--- config.mk ---
export PLATFORM = sky130hd
export DESIGN_NAME = jsbe_cfg
export DESIGN_NICKNAME = d
export VERILOG_FILES = /design/src/hdl/jsbe_pkg.sv /design/src/hdl/jsbe_cfg.sv
export SDC_FILE = /design/constraint.sdc
export NUM_CORES = 1
export LEC_CHECK = 0
export CORE_AREA = 5 5 42 44
export CTS_CLUSTER_DIAMETER = 200
export CTS_CLUSTER_SIZE = 14
export DETAILED_ROUTE_END_ITERATION = 8
export DIE_AREA = 0 0 47 49
export DONT_BUFFER_PORTS = 1
export PLACE_DENSITY_LB_ADDON = 0.3
export SLEW_MARGIN = 20
export SYNTH_ARGS = -nofsm -noshare
export SYNTH_HDL_FRONTEND = slang
export SYNTH_SLANG_ARGS = --single-unit
--- constraint.sdc ---
create_clock -name i_clk -period 1.95 [get_ports i_clk]
set_input_delay 0.0975 -clock i_clk [delete_from_list [all_inputs] [get_ports i_clk]]
set_output_delay 0.0975 -clock i_clk [all_outputs]
set_load 0.005 [all_outputs]
--- src/hdl/jsbe_pkg.sv ---
// ----------------------------------------------------------------------------
// JTAG bit-bang stream encoder: shared package
// Pin masks, status codes, register indexes and the configuration struct.
// ----------------------------------------------------------------------------
package jsbe_pkg;

    // Pin byte layout
    localparam logic [7:0] PIN_TCK = 8'h01;
    localparam logic [7:0] PIN_TMS = 8'h02;
    localparam logic [7:0] PIN_TDI = 8'h04;
    localparam logic [7:0] PIN_SMP = 8'h80;
    localparam int unsigned PIN_TDO_BIT = 3;

    // Input transaction kinds (carried on tuser)
    localparam logic ACT_COMMAND = 1'b0;
    localparam logic ACT_SAMPLE  = 1'b1;

    // Result status codes
    typedef enum logic [1:0] {
        ST_PIN        = 2'd0,
        ST_READ_OK    = 2'd1,
        ST_MISMATCH   = 2'd2,
        ST_UNEXPECTED = 2'd3
    } t_status;

    // Register map
    localparam int unsigned ADDR_W = 3;
    localparam logic REG_BIT_REPEAT  = 1'b0;
    localparam logic REG_READBACK_EN = 1'b1;

    localparam int unsigned REPEAT_W = 6;
    localparam int unsigned COUNT_W  = 16;
    localparam logic [COUNT_W-1:0] COUNT_MAX = '1;

    // Queue entry: bit 0 expected TDO, bit 1 check flag
    typedef struct packed {
        logic check;
        logic tdo;
    } t_entry;

    typedef struct packed {
        logic [REPEAT_W-1:0] bit_repeat;
        logic                readback_en;
    } t_cfg;

endpackage

--- src/hdl/jsbe_cfg.sv ---
// ----------------------------------------------------------------------------
// JTAG bit-bang stream encoder: configuration registers
// APB-style register file holding bit_repeat and readback_enable.
// ----------------------------------------------------------------------------
module jsbe_cfg (
    input  logic                      i_clk,
    input  logic                      i_rst_n,
    input  logic                      i_psel,
    input  logic                      i_penable,
    input  logic                      i_pwrite,
    input  logic [jsbe_pkg::ADDR_W-1:0] i_paddr,
    input  logic [31:0]               i_pwdata,
    output logic [31:0]               o_prdata,
    output jsbe_pkg::t_cfg            o_cfg
);
    import jsbe_pkg::*;

    t_cfg r_cfg;
    logic wr_en;

    assign wr_en = i_psel && i_penable && i_pwrite;

    // Write decode
    always_ff @(posedge i_clk) begin
        if (!i_rst_n) begin
            r_cfg.bit_repeat  <= REPEAT_W'(1);
            r_cfg.readback_en <= 1'b1;
        end else if (wr_en) begin
            unique case (i_paddr[2])
                REG_BIT_REPEAT:  r_cfg.bit_repeat  <= i_pwdata[REPEAT_W-1:0];
                REG_READBACK_EN: r_cfg.readback_en <= i_pwdata[0];
                default: ;
            endcase
        end
    end

    // Read mux
    always_comb begin
        unique case (i_paddr[2])
            REG_BIT_REPEAT:  o_prdata = {{(32-REPEAT_W){1'b0}}, r_cfg.bit_repeat};
            REG_READBACK_EN: o_prdata = {31'b0, r_cfg.readback_en};
            default:         o_prdata = '0;
        endcase
    end

    assign o_cfg = r_cfg;

endmodule

==> flow_summary.ini, run 1 <==
[outcome]
status = complete, no violations

[sta]
skew_ps = 0
hold_viol_final = 0
period_share = 0.8849
fin_tns_setup_ps = 0
rsz0062_at_grt = no
max_freq_mhz = 579.6
setup_viol = 0
drv_slew = 0
min_period_ps = 1725

[logic_synthesis]
netlist.area_leader.share = 0.3537
syn_area_sq_um = 551.8
synth.area.top_cells = buf_4 (35%), dfxtp_1 (25%), mux2i_1 (13%), and2b_2 (7.9%), nand2_1 (6.8%)
synth-async-reset-ratio = 0
netlist_instances = 64
synth_cell_types = 12
ys_seq_area_frac = 0.2540
yosysMostFrequentCell = buf_4
ys_ff_latch = 7
synth_warnings = 0
synth.largest_area_cell = buf_4
yosys_most_used_dff = dfxtp_1
avgSynthCellArea_sq_um = 8.622
synthTopCellsByCount = buf_4 (26), nand2_1 (10), dfxtp_1 (7), mux2i_1 (7), and2b_2 (5)
synth_edf_count = 0

[power_and_ir_drop]
cellLeakagePower_nw = 0.2740
power_switching_mw = 0.08183
internal_power_mw = 0.2422
pwr-share-comb = 0.123
swShare = 0.2526
irDropWorstVdd_mv = 0.2581
power_density_nw_per_um2 = 576.7
sequentialPowerShare = 0.461
pwr-share-clk = 0.416

[placed_design]
hpwl_um = 804.2
gp_congestion = 0.6407
port_buffers = 0
placed_cell_area_sq_um = 455.4

[min_path]
hold_class = in -> reg

[clock_network]
cts.sinks = 7
cts_root_buf = clkbuf_4
htreeDepth = 1
cts_resized = 0
numCtsBuffers = 3
clock_path_buffers = 2
cts_hold_buf = 8
tritoncts = built
cts_setup_buffers = 0
cts.clk_slew.worst_paths_ps = 60
clk_latency_ps = 250

[detailed_routing]
drt_iter0_markers = 3
drt_first_pass_iters = 2
ant_nets = 0
totalWireLength_um = 1093
drc = 0
num_vias = 359
wl_per_cell_um = 12.28
vias_per_cell = 4.034

[global_routing]
grt-ovfl-total = 0
grt.busiest_layer = met2
grt_pass1_vias = 316
grt_max_degree = 9
antenna_found_initial = 0
grt_util_met2 = 0.1516
use_met3 = 0.04428
grt_util_met1 = 0.09292
grt_pass1_wl_um = 1559
grt_use_total = 0.09809

[critical_path]
critPathCaptureType = flop
critPathKind = in -> reg
critical_path_required_ps = 2090
arrival_ps = 1860
cp_max_fo = 1
start_kind = input port

[final_layout]
final_cell_area_sq_um = 561.8
fill_cells = 164
largest_reg_flops = 7
antennaDiodeCount = 0
fin_nets = 114
drive_gt1_frac = 0.1233
areaGrowthSynthToFinish_pct = 1.814

[die]
num_rows = 14
dieWidth_um = 47
die_y_um = 49
die_area_sq_um = 2303
core_area_sq_um = 1401
io_pins = 79
start_util = 0.3937

[flow_run]
cap_violations = 0
## layout make-up
class / instances / area [sq um] / share of cell area
Tap cell: 16 / 20.02 / 0.03563
Clock buffer: 4 / 26.28 / 0.04677
Sequential cell: 7 / 140.1 / 0.2494
Multi-Input combinational cell: 54 / 295.3 / 0.5256
Timing Repair Buffer: 8 / 80.08 / 0.1425
## critical path, stage by stage
cell and delay, ps:
dlygate4sd3_1 540, nand2_1 50, dlygate4sd3_1 540, mux2i_1 70, dlygate4sd3_1 560
## placed cells by master (no fill, tap or decap)
cell type,instances
dlygate4sd3_1,8
clkbuf_4,3
and2b_2,5
nand2_1,10
dfxtp_1,7
clkbuf_1,1
conb_1,26
mux2_2,1
and4b_1,1
nand4_1,1
nor2b_1,3
mux2i_1,7
## worst paths after layout
kind / start / end / slack [ps] / cells past startpoint
max: i_pwdata[3] / o_cfg[4] / 220 / 5
min: i_pwdata[0] / o_cfg[0] / 30 / 2
max reg2reg: o_cfg[4] / o_cfg[4] / 790 / 3
min reg2reg: o_cfg[2] / o_cfg[2] / 490 / 2
## cells by family (layout without fill, tap and decap cells)
logic type,after synthesis,count (layout),share of synthesized area
buf+inv,28,12,0.3809
flops,7,7,0.2540
mux,8,8,0.1474
simple gates,20,20,0.2109
other cells,1,26,0.006796
## power groups by stage
stage | logic [mW] | clock network (mW) | registers (mW)
final | 0.0399 | 0.135 | 0.149
after floorplan | 0.0650 | 0 | 0.152
after CTS | 0.0381 | 0.139 | 0.149
after global routing | 0.0455 | 0.156 | 0.150
after detailed placement | 0.0252 | 0 | 0.153
after global placement | 0.0248 | 0 | 0.152
## per-layer routing
layer,share of wire,routed length [um],up-vias
li1,-,-,168
met1,0.31,342,170
met2,0.57,620,21
met3,0.12,130,0
met4,0,0,0
met5,0,0,-
## per-stage QoR
step                      hold slack, ps  instances  setup slack (ps)  total power, mW  utilization
final                              33.64         89             224.5           0.3240       0.4009
after CTS                          23.50         89             250.5           0.3266       0.4009
after global routing               41.93         89             176.8           0.3510       0.4009
after global placement             242.7         77              1078           0.1773       0.3250
after detailed placement           250.6         77              1068           0.1777       0.3250
after floorplan                    239.6         89              1262           0.2166            -
Note: power is estimated with default switching activity, not from simulation.
==> run 2: changes to the inputs <==
--- a/config.mk
+++ b/config.mk
@@ -7,2 +7,3 @@
 export LEC_CHECK = 0
+export ABC_AREA = 1
 export CORE_AREA = 5 5 42 44
--- a/constraint.sdc
+++ b/constraint.sdc
@@ -3,2 +3,2 @@
 set_output_delay 0.0975 -clock i_clk [all_outputs]
-set_load 0.005 [all_outputs]
+set_load 0.01 [all_outputs]
==> run 2 against run 1 <==
  * Clock-buffer cell count unchanged
  * Sequential cell count did not move
  * Die area did not move
  * Clock power about the same
  * Synthesized cell count grew 33%
  * Cell count rose by 19%
  * Sequential power increased by 4%
  * Combinational power increased by 43%
  * Total power rose by 6.9%
==> flow_summary.ini, run 2 <==
[die]
num_rows = 14
die_y_um = 49
dieWidth_um = 47
io_pins = 79
start_util = 0.4080
die_area_sq_um = 2303
core_area_sq_um = 1401

[logic_synthesis]
synth_cell_types = 12
synth.area.top_cells = buf_4 (34%), dfxtp_1 (25%), nor2_1 (9.8%), inv_1 (7.2%), nand3_1 (7.0%)
synth.largest_area_cell = buf_4
yosys_most_used_dff = dfxtp_1
synthTopCellsByCount = buf_4 (26), nor2_1 (15), inv_1 (11), nand2_1 (10), nand3_1 (8)
ys_seq_area_frac = 0.2451
synth_edf_count = 0
syn_area_sq_um = 571.8
synth-async-reset-ratio = 0
yosysMostFrequentCell = buf_4
synth_warnings = 0
netlist.area_leader.share = 0.3414
avgSynthCellArea_sq_um = 6.727
netlist_instances = 85
ys_ff_latch = 7

[clock_network]
tritoncts = built
cts.clk_slew.worst_paths_ps = 50
clock_path_buffers = 2
cts.sinks = 7
cts_resized = 0
htreeDepth = 1
numCtsBuffers = 3
cts_setup_buffers = 0
cts_root_buf = clkbuf_4
clk_latency_ps = 250
cts_hold_buf = 3

[detailed_routing]
totalWireLength_um = 1099
ant_nets = 0
drt_iter0_markers = 4
wl_per_cell_um = 10.37
vias_per_cell = 3.943
drt_first_pass_iters = 4
drc = 0
num_vias = 418

[global_routing]
grt_pass1_vias = 343
grt-ovfl-total = 0
grt_pass1_wl_um = 1607
use_met3 = 0.02583
grt.busiest_layer = met2
antenna_found_initial = 0
grt_util_met1 = 0.1156
grt_use_total = 0.09965
grt_max_degree = 11
grt_util_met2 = 0.1380

[critical_path]
crit_top_cell = dlygate4sd3_1
path_cells = dlygate4sd3_1 -> nand3_1 -> dlygate4sd3_1
critical-path-slowest-cell = dlygate4sd3_1
crit_family = buffers and inverters
cp.buffers_inverters = 2
cp_max_fo = 7
r2r_cells = 3
critical_path_required_ps = 2090
reg2reg_slack_ps = 760
r2r-end = o_cfg[1]
critPathKind = in -> reg
max_stage_delay_ps = 670
critPathCaptureType = flop
arrival_ps = 1450
start_kind = input port
reg2reg_from = o_cfg[1]

[sta]
period_share = 0.6704
max_freq_mhz = 764.9
min_period_ps = 1307
hold_viol_final = 0
setup_slack_ps = 642.7
fin_tns_setup_ps = 0
holdWs_ps = 2.061
setup_viol = 0
skew_ps = 0
rsz0062_at_grt = no
drv_slew = 0

[power_and_ir_drop]
power_density_nw_per_um2 = 646.7
total_power_mw = 0.3463
cellLeakagePower_nw = 0.2760
irDropWorstVdd_mv = 0.2735

[final_layout]
final_cell_mix = conb_1 (26), nor2_1 (15), inv_1 (11), nand2_1 (10), nand3_1 (8)
antennaDiodeCount = 0
post-route-util = 0.3821
areaGrowthSynthToFinish_pct = -6.346
final_cell_area_sq_um = 535.5
fill_cells = 164
layout_commonest_cell = conb_1
largest_reg_flops = 7
fin_nets = 131
drive_gt1_frac = 0.07778
instances_no_fill = 106

[outcome]
status = complete, no violations

[min_path]
min_path_cells = 2
hold_class = in -> reg
worstHoldStart = i_pwdata[0]
holdPathEnd = o_cfg[0]

[flow_run]
cap_violations = 0

[placed_design]
gp_congestion = 0.7372
dp_cells = 99
placed_cell_area_sq_um = 479.2
port_buffers = 0
hpwl_um = 883
pre_cts_ws_ps = 1211
-- run 2: cell count changes after synthesis, moves of 2 or more --
cell	previous run	this run
inv_1	0	11
nand3_1	0	8
and2b_2	5	0
nor2b_1	3	0
mux2i_1	7	0
o21ai_1	0	2
nor2_1	0	15
nor2_4	0	2
-- run 2: logic make-up after synthesis --
group | share of synthesized area
AO/OA/AOI/OAI | 0.01751
flip-flops | 0.2451
buffers and inverters | 0.4398
other | 0.006558
AND/OR/NAND/NOR | 0.2910
-- run 2: cell type report --
| cell class | instances | area (sq um) | area share |
|---|---|---|---|
| multi-input combinational | 64 | 274.0 | 0.5117 |
| sequential | 7 | 140.1 | 0.2617 |
| inverter | 12 | 45.04 | 0.08411 |
| timing repair buffer | 3 | 30.03 | 0.05607 |
| clock buffer | 4 | 26.28 | 0.04907 |
| tap | 16 | 20.02 | 0.03738 |
-- run 2: how the worst max path moves through the flow --
stage,slack [ps],end,cells past startpoint,start
3_3_place_gp,1220,o_prdata[3],2,o_cfg[4]
3_5_place_dp,1210,o_prdata[3],2,o_cfg[4]
6_report,640,o_cfg[1],3,i_rst_n
5_1_grt,640,o_cfg[1],3,i_rst_n
2_1_floorplan,1270,o_prdata[1],2,o_cfg[2]
4_1_cts,670,o_cfg[1],3,i_rst_n
-- run 2: worst reg2reg max path: stages (launching register included) --
cell           delay, ps
dfxtp_1              350
o21ai_1               90
nand3_1               70
dlygate4sd3_1        570
-- run 2: report_power, final --
part | total (mW) | switching [mW] | internal [mW]
Clock | 0.134 | 0.0560 | 0.0782
Combinational | 0.0570 | 0.0435 | 0.0134
Sequential | 0.155 | 0.00678 | 0.148
-- run 2: layer usage --
| layer | up-vias | part of all wire |
|---|---|---|
| li1 | 210 | - |
| met1 | 172 | 0.37 |
| met2 | 33 | 0.46 |
| met3 | 3 | 0.13 |
| met4 | 0 | 0.026 |
| met5 | - | 0 |
